===== src/hdl/rtpnal_pkg.sv =====
`timescale 1ns / 1ps
// Shared types and constants for the H.264 RTP NAL reassembler.
// No dependencies; imported by every module of the block.
package rtpnal_pkg;

  localparam int FRAME_ID_BITS_DEF = 32;
  localparam int RES_DEPTH         = 4;
  localparam int IN_TDATA_W        = 96;
  localparam int OUT_TDATA_W       = 96;
  localparam int OUT_TUSER_W       = 6;

  // status codes
  localparam logic [2:0] ST_OK      = 3'd0;
  localparam logic [2:0] ST_EMPTY   = 3'd1;
  localparam logic [2:0] ST_UNSUP   = 3'd2;
  localparam logic [2:0] ST_SHORT   = 3'd3;
  localparam logic [2:0] ST_NOSTART = 3'd4;
  localparam logic [2:0] ST_TS      = 3'd5;
  localparam logic [2:0] ST_SEQ     = 3'd6;

  // NAL unit types
  localparam logic [4:0] TYPE_FUA = 5'd28;
  localparam logic [4:0] TYPE_MAX = 5'd23;

  typedef struct packed {
    logic [7:0]  data_byte;
    logic        first_byte;
    logic        last_byte;
    logic        empty_packet;
    logic [31:0] rtp_timestamp;
    logic [15:0] sequence_number;
    logic        marker_bit;
    logic        frame_id_present;
    logic [31:0] frame_tag;
  } in_item_t;

  typedef struct packed {
    logic [7:0]  out_byte;
    logic        byte_valid;
    logic        nal_first;
    logic        nal_last;
    logic [2:0]  status_code;
    logic        discard_partial;
    logic [31:0] nal_timestamp;
    logic [15:0] last_sequence;
    logic        end_of_frame;
    logic        nal_has_frame_id;
    logic [31:0] nal_frame_id;
  } result_t;

  // Builds one result item; trailer fields only ride with nal_last.
  function automatic result_t mk_res(logic [7:0] b, logic valid, logic first, logic last,
                                     logic [2:0] status, logic disc, logic [31:0] ts,
                                     logic [15:0] seq, logic eof, logic hasid,
                                     logic [31:0] fid);
    result_t r;
    r.out_byte         = b;
    r.byte_valid       = valid;
    r.nal_first        = first;
    r.nal_last         = last;
    r.status_code      = status;
    r.discard_partial  = disc;
    r.nal_timestamp    = last ? ts : '0;
    r.last_sequence    = last ? seq : '0;
    r.end_of_frame     = last & eof;
    r.nal_has_frame_id = last & hasid;
    r.nal_frame_id     = (last && hasid) ? fid : '0;
    return r;
  endfunction

endpackage


===== src/hdl/rtpnal_core.sv =====
`timescale 1ns / 1ps
// Depacketizer state and per-item decode: single NAL pass-through, FU-A checks
// and header rebuild. Produces up to two result items per input item. Uses rtpnal_pkg.
module rtpnal_core import rtpnal_pkg::*; #(
  parameter int FRAME_ID_BITS = FRAME_ID_BITS_DEF
) (
  input  logic       clk,
  input  logic       rst,
  input  logic       go,
  input  in_item_t   item,
  output logic [1:0] res_cnt,
  output result_t    res0,
  output result_t    res1
);

  localparam int FID_W = (FRAME_ID_BITS > 32) ? 32 : FRAME_ID_BITS;

  typedef enum logic [1:0] {MODE_IDLE, MODE_SINGLE, MODE_FUA, MODE_DROP} mode_t;

  mode_t            mode, mode_next;
  logic [1:0]       pos, pos_next;
  logic [2:0]       nri, nri_next;
  logic [6:0]       fh, fh_next;
  logic             asm_on, asm_next;
  logic [31:0]      hts, hts_next;
  logic [15:0]      eseq, eseq_next;
  logic [FID_W-1:0] hfid, hfid_next;
  logic             hfv, hfv_next;

  always_comb begin
    logic        disc;
    logic [31:0] tag;
    logic [4:0]  nal_type;
    logic [7:0]  d;
    logic        fb, lb, ep;
    mode_t       pm;
    mode_next = mode;
    pos_next  = pos;
    nri_next  = nri;
    fh_next   = fh;
    asm_next  = asm_on;
    hts_next  = hts;
    eseq_next = eseq;
    hfid_next = hfid;
    hfv_next  = hfv;
    res_cnt   = 2'd0;
    res0      = '0;
    res1      = '0;
    disc      = 1'b0;
    d         = item.data_byte;
    fb        = item.first_byte;
    lb        = item.last_byte;
    ep        = item.empty_packet;
    nal_type  = d[4:0];
    tag       = item.frame_id_present ? 32'(item.frame_tag[FID_W-1:0]) : '0;
    pm        = mode;

    // a new packet closes whatever packet is still open
    if ((fb || ep) && mode != MODE_IDLE) begin
      if (mode == MODE_SINGLE || (mode == MODE_FUA && asm_on)) disc = 1'b1;
      if (mode == MODE_FUA && asm_on) begin
        asm_next  = 1'b0;
        hts_next  = '0;
        eseq_next = '0;
        hfid_next = '0;
        hfv_next  = 1'b0;
      end
      pm        = MODE_IDLE;
      mode_next = MODE_IDLE;
    end

    if (ep) begin
      mode_next = MODE_IDLE;
      pos_next  = 2'd0;
      res0      = mk_res('0, 1'b0, 1'b0, 1'b0, ST_EMPTY, disc, '0, '0, 1'b0, 1'b0, '0);
      res_cnt   = 2'd1;
    end else if (pm == MODE_IDLE && !fb) begin
      res_cnt = 2'd0;
    end else if (fb) begin
      pos_next = 2'd1;
      if (nal_type != 5'd0 && nal_type <= TYPE_MAX) begin
        if (asm_next) begin
          disc      = 1'b1;
          asm_next  = 1'b0;
          hts_next  = '0;
          eseq_next = '0;
          hfid_next = '0;
          hfv_next  = 1'b0;
        end
        if (disc) begin
          res0    = mk_res('0, 1'b0, 1'b0, 1'b0, ST_OK, 1'b1, '0, '0, 1'b0, 1'b0, '0);
          res1    = mk_res(d, 1'b1, 1'b1, lb, ST_OK, 1'b0, item.rtp_timestamp,
                           item.sequence_number, item.marker_bit,
                           item.frame_id_present, tag);
          res_cnt = 2'd2;
        end else begin
          res0    = mk_res(d, 1'b1, 1'b1, lb, ST_OK, 1'b0, item.rtp_timestamp,
                           item.sequence_number, item.marker_bit,
                           item.frame_id_present, tag);
          res_cnt = 2'd1;
        end
        mode_next = lb ? MODE_IDLE : MODE_SINGLE;
      end else if (nal_type == TYPE_FUA) begin
        nri_next = d[7:5];
        if (lb) begin
          if (asm_next) begin
            disc      = 1'b1;
            asm_next  = 1'b0;
            hts_next  = '0;
            eseq_next = '0;
            hfid_next = '0;
            hfv_next  = 1'b0;
          end
          mode_next = MODE_IDLE;
          res0      = mk_res('0, 1'b0, 1'b0, 1'b0, ST_SHORT, disc, '0, '0, 1'b0, 1'b0, '0);
          res_cnt   = 2'd1;
        end else begin
          mode_next = MODE_FUA;
          if (disc) begin
            res0    = mk_res('0, 1'b0, 1'b0, 1'b0, ST_OK, 1'b1, '0, '0, 1'b0, 1'b0, '0);
            res_cnt = 2'd1;
          end
        end
      end else begin
        if (asm_next) begin
          disc      = 1'b1;
          asm_next  = 1'b0;
          hts_next  = '0;
          eseq_next = '0;
          hfid_next = '0;
          hfv_next  = 1'b0;
        end
        mode_next = lb ? MODE_IDLE : MODE_DROP;
        res0      = mk_res('0, 1'b0, 1'b0, 1'b0, ST_UNSUP, disc, '0, '0, 1'b0, 1'b0, '0);
        res_cnt   = 2'd1;
      end
    end else if (pm == MODE_SINGLE) begin
      res0    = mk_res(d, 1'b1, 1'b0, lb, ST_OK, 1'b0, item.rtp_timestamp,
                       item.sequence_number, item.marker_bit, item.frame_id_present, tag);
      res_cnt = 2'd1;
      if (lb) mode_next = MODE_IDLE;
    end else if (pm == MODE_DROP) begin
      if (lb) mode_next = MODE_IDLE;
    end else if (pos == 2'd1) begin
      // FU header byte
      fh_next = d[6:0];
      if (lb) begin
        asm_next  = 1'b0;
        hts_next  = '0;
        eseq_next = '0;
        hfid_next = '0;
        hfv_next  = 1'b0;
        mode_next = MODE_IDLE;
        res0      = mk_res('0, 1'b0, 1'b0, 1'b0, ST_SHORT, asm_on, '0, '0, 1'b0, 1'b0, '0);
        res_cnt   = 2'd1;
      end else begin
        pos_next = 2'd2;
        if (d[7]) begin
          asm_next  = 1'b1;
          hts_next  = item.rtp_timestamp;
          eseq_next = 16'(item.sequence_number + 16'd1);
          hfid_next = tag[FID_W-1:0];
          hfv_next  = item.frame_id_present;
          if (asm_on) begin
            res0    = mk_res('0, 1'b0, 1'b0, 1'b0, ST_OK, 1'b1, '0, '0, 1'b0, 1'b0, '0);
            res1    = mk_res({nri, d[4:0]}, 1'b1, 1'b1, 1'b0, ST_OK, 1'b0,
                             '0, '0, 1'b0, 1'b0, '0);
            res_cnt = 2'd2;
          end else begin
            res0    = mk_res({nri, d[4:0]}, 1'b1, 1'b1, 1'b0, ST_OK, 1'b0,
                             '0, '0, 1'b0, 1'b0, '0);
            res_cnt = 2'd1;
          end
        end else if (!asm_on) begin
          mode_next = MODE_DROP;
          res0      = mk_res('0, 1'b0, 1'b0, 1'b0, ST_NOSTART, 1'b0, '0, '0, 1'b0, 1'b0, '0);
          res_cnt   = 2'd1;
        end else if (item.rtp_timestamp != hts) begin
          asm_next  = 1'b0;
          hts_next  = '0;
          eseq_next = '0;
          hfid_next = '0;
          hfv_next  = 1'b0;
          mode_next = MODE_DROP;
          res0      = mk_res('0, 1'b0, 1'b0, 1'b0, ST_TS, 1'b1, '0, '0, 1'b0, 1'b0, '0);
          res_cnt   = 2'd1;
        end else if (item.sequence_number != eseq) begin
          asm_next  = 1'b0;
          hts_next  = '0;
          eseq_next = '0;
          hfid_next = '0;
          hfv_next  = 1'b0;
          mode_next = MODE_DROP;
          res0      = mk_res('0, 1'b0, 1'b0, 1'b0, ST_SEQ, 1'b1, '0, '0, 1'b0, 1'b0, '0);
          res_cnt   = 2'd1;
        end else begin
          eseq_next = 16'(item.sequence_number + 16'd1);
        end
      end
    end else begin
      // FU-A body byte
      res_cnt = 2'd1;
      res0    = mk_res(d, 1'b1, 1'b0, 1'b0, ST_OK, 1'b0, '0, '0, 1'b0, 1'b0, '0);
      if (lb) begin
        mode_next = MODE_IDLE;
        if (fh[6]) begin
          res0      = mk_res(d, 1'b1, 1'b0, 1'b1, ST_OK, 1'b0, item.rtp_timestamp,
                             item.sequence_number, item.marker_bit, hfv, 32'(hfid));
          asm_next  = 1'b0;
          hts_next  = '0;
          eseq_next = '0;
          hfid_next = '0;
          hfv_next  = 1'b0;
        end
      end
    end
  end

  always_ff @(posedge clk) begin
    if (rst) begin
      mode   <= MODE_IDLE;
      pos    <= '0;
      nri    <= '0;
      fh     <= '0;
      asm_on <= 1'b0;
      hts    <= '0;
      eseq   <= '0;
      hfid   <= '0;
      hfv    <= 1'b0;
    end else if (go) begin
      mode   <= mode_next;
      pos    <= pos_next;
      nri    <= nri_next;
      fh     <= fh_next;
      asm_on <= asm_next;
      hts    <= hts_next;
      eseq   <= eseq_next;
      hfid   <= hfid_next;
      hfv    <= hfv_next;
    end
  end

endmodule


===== src/hdl/rtpnal_res_fifo.sv =====
`timescale 1ns / 1ps
// Small result queue: takes zero, one or two result items per cycle and
// presents them one at a time on the output stream. Uses rtpnal_pkg.
module rtpnal_res_fifo import rtpnal_pkg::*; (
  input  logic       clk,
  input  logic       rst,
  input  logic [1:0] push_cnt,
  input  result_t    push0,
  input  result_t    push1,
  output logic       room2,
  output logic       out_valid,
  input  logic       out_ready,
  output result_t    out_res
);

  localparam int PTR_W = $clog2(RES_DEPTH);
  localparam int CNT_W = $clog2(RES_DEPTH + 1);

  result_t            mem [RES_DEPTH];
  logic [PTR_W-1:0]   wr_ptr, rd_ptr;
  logic [CNT_W-1:0]   count;
  logic               pop;

  assign out_valid = (count != '0);
  assign pop       = out_valid && out_ready;
  assign room2     = (count <= CNT_W'(RES_DEPTH - 2));
  assign out_res   = mem[rd_ptr];

  always_ff @(posedge clk) begin
    if (push_cnt != 2'd0) mem[wr_ptr] <= push0;
    if (push_cnt == 2'd2) mem[PTR_W'(wr_ptr + 1'b1)] <= push1;
  end

  always_ff @(posedge clk) begin
    if (rst) begin
      wr_ptr <= '0;
      rd_ptr <= '0;
      count  <= '0;
    end else begin
      wr_ptr <= PTR_W'(wr_ptr + PTR_W'(push_cnt));
      if (pop) rd_ptr <= PTR_W'(rd_ptr + 1'b1);
      count  <= CNT_W'(count + CNT_W'(push_cnt) - CNT_W'(pop));
    end
  end

endmodule


===== src/hdl/h264_rtp_nal_reassembler.sv =====
`timescale 1ns / 1ps
// H.264 RTP NAL reassembler top level: input register, decode core, result queue.
// Depends on rtpnal_pkg, rtpnal_core and rtpnal_res_fifo.
//
// Usage:
//  s_axis carries one RTP payload byte per item with its packet context;
//  tlast is the packet's last byte, tuser holds first_byte and empty_packet.
//  m_axis carries the reassembled NAL stream and status items; tlast marks
//  the final byte of a NAL, tuser holds the valid/first/status/discard flags.
//  Each input item yields zero, one or two result items.
// Path: the first result of an item can be taken on m_axis once the item has
//  passed the input register, then the result queue.
// Throughput: one input item per cycle while each item yields at most one
//  result and m_axis is ready; items that yield two results outpace the
//  single-item output port draining the four-entry result queue.
// Reset: clears the depacketizer state and empties both the input register
//  and the result queue; no item is accepted during reset.
// Stall: when m_axis is held off, the queue fills, the decode stage waits for
//  room for two results, and s_axis_tready falls after the input register fills.
module h264_rtp_nal_reassembler import rtpnal_pkg::*; #(
  parameter int FRAME_ID_BITS = FRAME_ID_BITS_DEF
) (
  input  logic                   clk,
  input  logic                   rst,
  input  logic                   s_axis_tvalid,
  output logic                   s_axis_tready,
  // data_byte[7:0], rtp_timestamp[39:8], sequence_number[55:40], marker_bit[56],
  // frame_id_present[57], frame_tag[89:58], zero fill above
  input  logic [IN_TDATA_W-1:0]  s_axis_tdata,
  // first_byte[0], empty_packet[1]
  input  logic [1:0]             s_axis_tuser,
  input  logic                   s_axis_tlast,
  output logic                   m_axis_tvalid,
  input  logic                   m_axis_tready,
  // out_byte[7:0], nal_timestamp[39:8], last_sequence[55:40], end_of_frame[56],
  // nal_has_frame_id[57], nal_frame_id[89:58], zero fill above
  output logic [OUT_TDATA_W-1:0] m_axis_tdata,
  // byte_valid[0], nal_first[1], status_code[4:2], discard_partial[5]
  output logic [OUT_TUSER_W-1:0] m_axis_tuser,
  output logic                   m_axis_tlast
);

  in_item_t   in_item;
  logic       in_valid;
  logic       go;
  logic       room2;
  logic [1:0] res_cnt;
  result_t    res0, res1, out_res;

  assign go            = in_valid && room2;
  assign s_axis_tready = !rst && (!in_valid || go);

  always_ff @(posedge clk) begin
    if (rst) begin
      in_valid <= 1'b0;
    end else if (s_axis_tready) begin
      in_valid <= s_axis_tvalid;
    end
  end

  always_ff @(posedge clk) begin
    if (s_axis_tvalid && s_axis_tready) begin
      in_item.data_byte        <= s_axis_tdata[7:0];
      in_item.first_byte       <= s_axis_tuser[0];
      in_item.last_byte        <= s_axis_tlast;
      in_item.empty_packet     <= s_axis_tuser[1];
      in_item.rtp_timestamp    <= s_axis_tdata[39:8];
      in_item.sequence_number  <= s_axis_tdata[55:40];
      in_item.marker_bit       <= s_axis_tdata[56];
      in_item.frame_id_present <= s_axis_tdata[57];
      in_item.frame_tag        <= s_axis_tdata[89:58];
    end
  end

  rtpnal_core #(
    .FRAME_ID_BITS(FRAME_ID_BITS)
  ) u_core (
    .clk    (clk),
    .rst    (rst),
    .go     (go),
    .item   (in_item),
    .res_cnt(res_cnt),
    .res0   (res0),
    .res1   (res1)
  );

  rtpnal_res_fifo u_fifo (
    .clk      (clk),
    .rst      (rst),
    .push_cnt (go ? res_cnt : 2'd0),
    .push0    (res0),
    .push1    (res1),
    .room2    (room2),
    .out_valid(m_axis_tvalid),
    .out_ready(m_axis_tready),
    .out_res  (out_res)
  );

  assign m_axis_tdata = {6'd0, out_res.nal_frame_id, out_res.nal_has_frame_id,
                         out_res.end_of_frame, out_res.last_sequence,
                         out_res.nal_timestamp, out_res.out_byte};
  assign m_axis_tuser = {out_res.discard_partial, out_res.status_code,
                         out_res.nal_first, out_res.byte_valid};
  assign m_axis_tlast = out_res.nal_last;

endmodule

===== config.mk =====
export PLATFORM = sky130hd
export DESIGN_NAME = h264_rtp_nal_reassembler
export DESIGN_NICKNAME = d
export VERILOG_FILES = /design/src/hdl/rtpnal_pkg.sv /design/src/hdl/rtpnal_core.sv /design/src/hdl/rtpnal_res_fifo.sv /design/src/hdl/h264_rtp_nal_reassembler.sv
export SDC_FILE = /design/constraint.sdc
export NUM_CORES = 1
export LEC_CHECK = 0
export ABC_CLOCK_PERIOD_IN_PS = 11200
export BUFFER_PORTS_ARGS = -buffer_cell sky130_fd_sc_hd__buf_2
export CORE_ASPECT_RATIO = 0.7
export CORE_MARGIN = 2
export CORE_UTILIZATION = 45
export CTS_CLUSTER_DIAMETER = 40
export CTS_CLUSTER_SIZE = 12
export DETAILED_ROUTE_END_ITERATION = 6
export GPL_ROUTABILITY_DRIVEN = 0
export HOLD_SLACK_MARGIN = 0.15
export MAX_ROUTING_LAYER = met4
export PLACE_DENSITY = 0.64
export SYNTH_ARGS = -nofsm -noshare
export SYNTH_HDL_FRONTEND = slang
export SYNTH_HIERARCHICAL = 1
export SYNTH_SLANG_ARGS = --single-unit

===== constraint.sdc =====
create_clock -name clk -period 11.2 [get_ports clk]
set_input_delay 1.68 -clock clk [delete_from_list [all_inputs] [get_ports clk]]
set_output_delay 1.68 -clock clk [all_outputs]
set_load 0.02 [all_outputs]

==> results.py <==
metrics = {
    "min_path": {
        "hold_class": "reg -> reg",
    },
    "cells_and_area": {
        "multi_input_area_sq_um": 11900,
        "post-route-cell-area_sq_um": 33600,
        "nets": 2328,
        "area_delta_synth_final_pct": 15.1,
        "drive_gt1_share_pct": 37.7,
        "seqCellArea_sq_um": 16500,
        "fillCellCount": 5341,
    },
    "clock_network": {
        "clkSinkCount": 581,
        "cts.htree.levels": 3,
        "clockBufferDepth": 3,
        "cts_tree": "built",
        "ctsRootBufferMaster": "clkbuf_16",
        "post_cts_resized": 0,
        "holdBufCountCts": 0,
        "cts.clk_slew.worst_paths_ns": 0.06,
        "cts_buffers": 80,
        "clock_latency_ns": 0.62,
        "cts_setup_buffers": 0,
    },
    "placement": {
        "port_buffers": 195,
        "dp_hpwl_mm": 48.4,
        "placed_cell_area_sq_um": 30800,
    },
    "worst_setup_path": {
        "cp-end-kind": "register",
        "critical_path.max_stage_delay_ns": 0.98,
        "crit_required_ns": 11.56,
        "start_kind": "register",
        "cp_max_fo": 53,
        "cp_slowest_cell": "and4bb_4",
        "critical_path_class": "reg -> reg",
        "crit_chain": "xor2_1, nor4_1, nand4_1, o31ai_1, and2_1, o21ai_0, and3_2, and4bb_4, buf_4, mux2_2",
        "crit_arrival_ns": 6.36,
    },
    "floorplan": {
        "die_width_microns": 308,
        "die_h_microns": 217,
        "io_pins": 208,
        "rows": 78,
        "start_util_pct": 45.3,
        "fp.coreArea_sq_um": 64400,
        "dieArea_sq_um": 66900,
    },
    "synthesis": {
        "ys_seq_elements": 581,
        "ys_async_sr_fraction_pct": 0,
        "synth.top_cell.area_share_pct": 49.5,
        "synthCells": 2061,
        "synth.cell_area_sq_um": 29200,
        "ys_warn_count": 6,
        "yosysTopAreaCell": "edfxtp_1",
        "synth_cell_types": 85,
        "synth_ff_type": "edfxtp_1",
        "avgSynthCellArea_sq_um": 14.2,
        "synthTopCellsByArea": "edfxtp_1 50%, mux2_2 14%, mux4_2 7.5%",
        "synth_edf_count": 481,
        "yosysSeqAreaShare_pct": 56.4,
    },
    "timing": {
        "fin_skew_ns": 0.0207,
        "rsz0062_at_grt": "no",
        "min_period_ns": 6.00,
        "hold_viol": 0,
        "fin_crit_sh_pct": 53.6,
        "worst_pin_slew_ns": 1.22,
        "slew_headroom_pct": 18.6,
        "tns_ns": 0,
        "drv_slew": 0,
        "setup-violations-final": 0,
        "fmax_mhz": 167,
    },
    "routing": {
        "wl_per_cell_microns": 25.9,
        "routed_wl_mm": 81.1,
        "drt_iter0_markers": 1810,
        "vias": 19100,
        "route.detailed.drc": 0,
        "vias_per_cell": 6.11,
        "antenna_left": 0,
        "first_pass_iters": 6,
    },
    "pwr": {
        "p_sw_share_pct": 27.4,
        "p_leak_uw": 0.0123,
        "clkPwrFrac_pct": 43.1,
        "share_comb_of_total_power_pct": 15.6,
        "seq_power_share_pct": 41.4,
        "p_per_area_nw_per_um2": 181,
        "ir_worst_vdd_v": 0.000138,
        "cellInternalPower_uw": 4420,
        "power_switching_uw": 1670,
    },
    "global_routing": {
        "grt_pass1_vias": 19300,
        "antenna_found_initial": 3,
        "grt-ovfl-total": 0,
        "grt_use_total_pct": 24.7,
        "grt_first_pass_wirelength_mm": 121,
        "grt_max_degree": 65,
    },
    "flow_run": {
        "max-cap-violations": 0,
    },
    "run_status": {
        "outcome": "complete, no violations",
    },
}
layout make-up:
| cell class | count | area share [%] |
|---|---|---|
| repair buffers | 235 | 3.80 |
| clock buffers | 92 | 6.22 |
| well taps | 840 | 3.13 |
| flip-flops and latches | 581 | 49.0 |
| diodes | 2 | 0.0149 |
| inverters | 24 | 0.268 |
| clock inverters | 56 | 2.02 |
| multi-input cells | 1297 | 35.5 |
routing by layer:
layer	wire, microns	global-route usage (%)	share of wire (%)
met4	1890	6.31	2.3
met1	35800	34.4	44
met2	37300	37.5	46
met3	6070	4.51	7.5
met5	0	-	0
critical path, delay by kind of cell, from the launching register on:
family / cells / cell delay [ns]
simple gates: 5 / 2.64
mux: 1 / 0.42
buf+inv: 1 / 0.86
flops: 1 / 0.44
xor+xnor: 1 / 0.24
compound gates: 2 / 0.99
final timing paths:
| kind | startpoint | to | slack (ns) | cells after the start |
|---|---|---|---|---|
| worst max-delay path | in_item[73]$_DFFE_PP_ | u_fifo/mem[3][32]$_DFFE_PP_ | 5.20 | 10 |
| worst min-delay path | u_core/eseq[3]$_SDFFE_PP0P_ | u_core/eseq[3]$_SDFFE_PP0P_ | 0.47 | 2 |
| worst min register to register | u_core/eseq[3]$_SDFFE_PP0P_ | u_core/eseq[3]$_SDFFE_PP0P_ | 0.47 | 2 |
| worst max register to register | in_item[73]$_DFFE_PP_ | u_fifo/mem[3][32]$_DFFE_PP_ | 5.20 | 10 |
flip-flops by register name (all words and copies together) (netlist names), named ones only:
signal,flops
in_item,93
in_valid,1
u_core/asm_on,1
u_core/eseq,16
u_core/fh,1
u_core/hfid,32
u_core/hfv,1
u_core/hts,32
u_core/mode,2
u_core/nri,3
u_core/pos,2
u_fifo/count,3
u_fifo/mem,388
u_fifo/rd_ptr,2
u_fifo/wr_ptr,2
cell usage in the layout (no fill, tap or decap), types with 8 or more instances in the layout:
| master | netlist | routed |
|---|---|---|
| a211oi_1 | 15 | 15 |
| a21o_1 | 14 | 14 |
| a21oi_1 | 58 | 56 |
| a22o_1 | 33 | 33 |
| a22oi_1 | 36 | 36 |
| and2_1 | 101 | 101 |
| and3_1 | 41 | 41 |
| and4_1 | 8 | 8 |
| buf_2 | 56 | 195 |
| buf_4 | 25 | 40 |
| bufinv_16 | 0 | 10 |
| clkbuf_1 | 79 | 8 |
| clkbuf_16 | 0 | 80 |
| clkinv_1 | 2 | 8 |
| clkinvlp_4 | 0 | 10 |
| conb_1 | 2 | 10 |
| dfxtp_1 | 100 | 98 |
| edfxtp_1 | 481 | 481 |
| inv_1 | 22 | 22 |
| inv_6 | 0 | 11 |
| mux2_1 | 30 | 30 |
| mux2_2 | 361 | 361 |
| mux4_2 | 97 | 97 |
| nand2_1 | 69 | 69 |
| nand3_1 | 30 | 30 |
| nand4_1 | 15 | 15 |
| nor2_1 | 89 | 85 |
| nor2b_1 | 10 | 9 |
| nor3_1 | 16 | 16 |
| nor4_1 | 17 | 16 |
| o211ai_1 | 11 | 11 |
| o21ai_0 | 39 | 39 |
| o221ai_1 | 14 | 14 |
| o2bb2ai_1 | 11 | 11 |
| o32ai_1 | 11 | 11 |
| xnor2_1 | 9 | 9 |
| xor2_1 | 52 | 52 |
logic make-up after synthesis:
logic type,count (synthesis),synth area share [%]
flops,581,56.4
compound gates,295,7.32
buf+inv,191,3.15
mux,494,22.8
fa+ha+maj,6,0.283
other cells,2,0.0257
xor+xnor,63,1.99
simple gates,429,8.08
metrics by stage:
| step | total power [uW] | util, % | worst slack (ns) | hold slack (ns) | std cells |
|---|---|---|---|---|---|
| 2_1_floorplan | 3190 | - | 3.12 | 0.442 | 2069 |
| 3_3_place_gp | 3510 | 47.8 | 5.47 | 0.447 | 2977 |
| 3_5_place_dp | 3520 | 47.8 | 5.36 | 0.460 | 2977 |
| 4_1_cts | 6140 | 52.1 | 5.34 | 0.473 | 3125 |
| 5_1_grt | 6280 | 52.1 | 5.12 | 0.488 | 3126 |
| 6_report | 6080 | 52.1 | 5.20 | 0.474 | 3127 |
Yosys cell counts, drive strengths merged (6+ instances only):
cell type / n
a211oi: 15
a21boi: 6
a21o: 14
a21oi: 58
a22o: 33
a22oi: 36
a31oi: 7
a32o: 6
and2: 102
and3: 44
and4: 8
buf: 88
clkbuf: 79
dfxtp: 100
edfxtp: 481
inv: 22
mux2: 391
mux2i: 6
mux4: 97
nand2: 69
nand3: 31
nand4: 15
nor2: 89
nor2b: 11
nor3: 17
nor4: 18
o211ai: 11
o21ai: 40
o221ai: 14
o2bb2ai: 11
o32ai: 12
xnor2: 9
xor2: 52
power groups by stage:
| stage | Sequential, uW | Clock (uW) | Combinational, uW |
|---|---|---|---|
| 2_1_floorplan | 2520 | 0 | 669 |
| 3_3_place_gp | 2560 | 0 | 953 |
| 3_5_place_dp | 2560 | 0 | 959 |
| 4_1_cts | 2520 | 2660 | 963 |
| 5_1_grt | 2530 | 2750 | 1010 |
| 6_report | 2520 | 2620 | 948 |
Power figures use the tool's default switching activity.
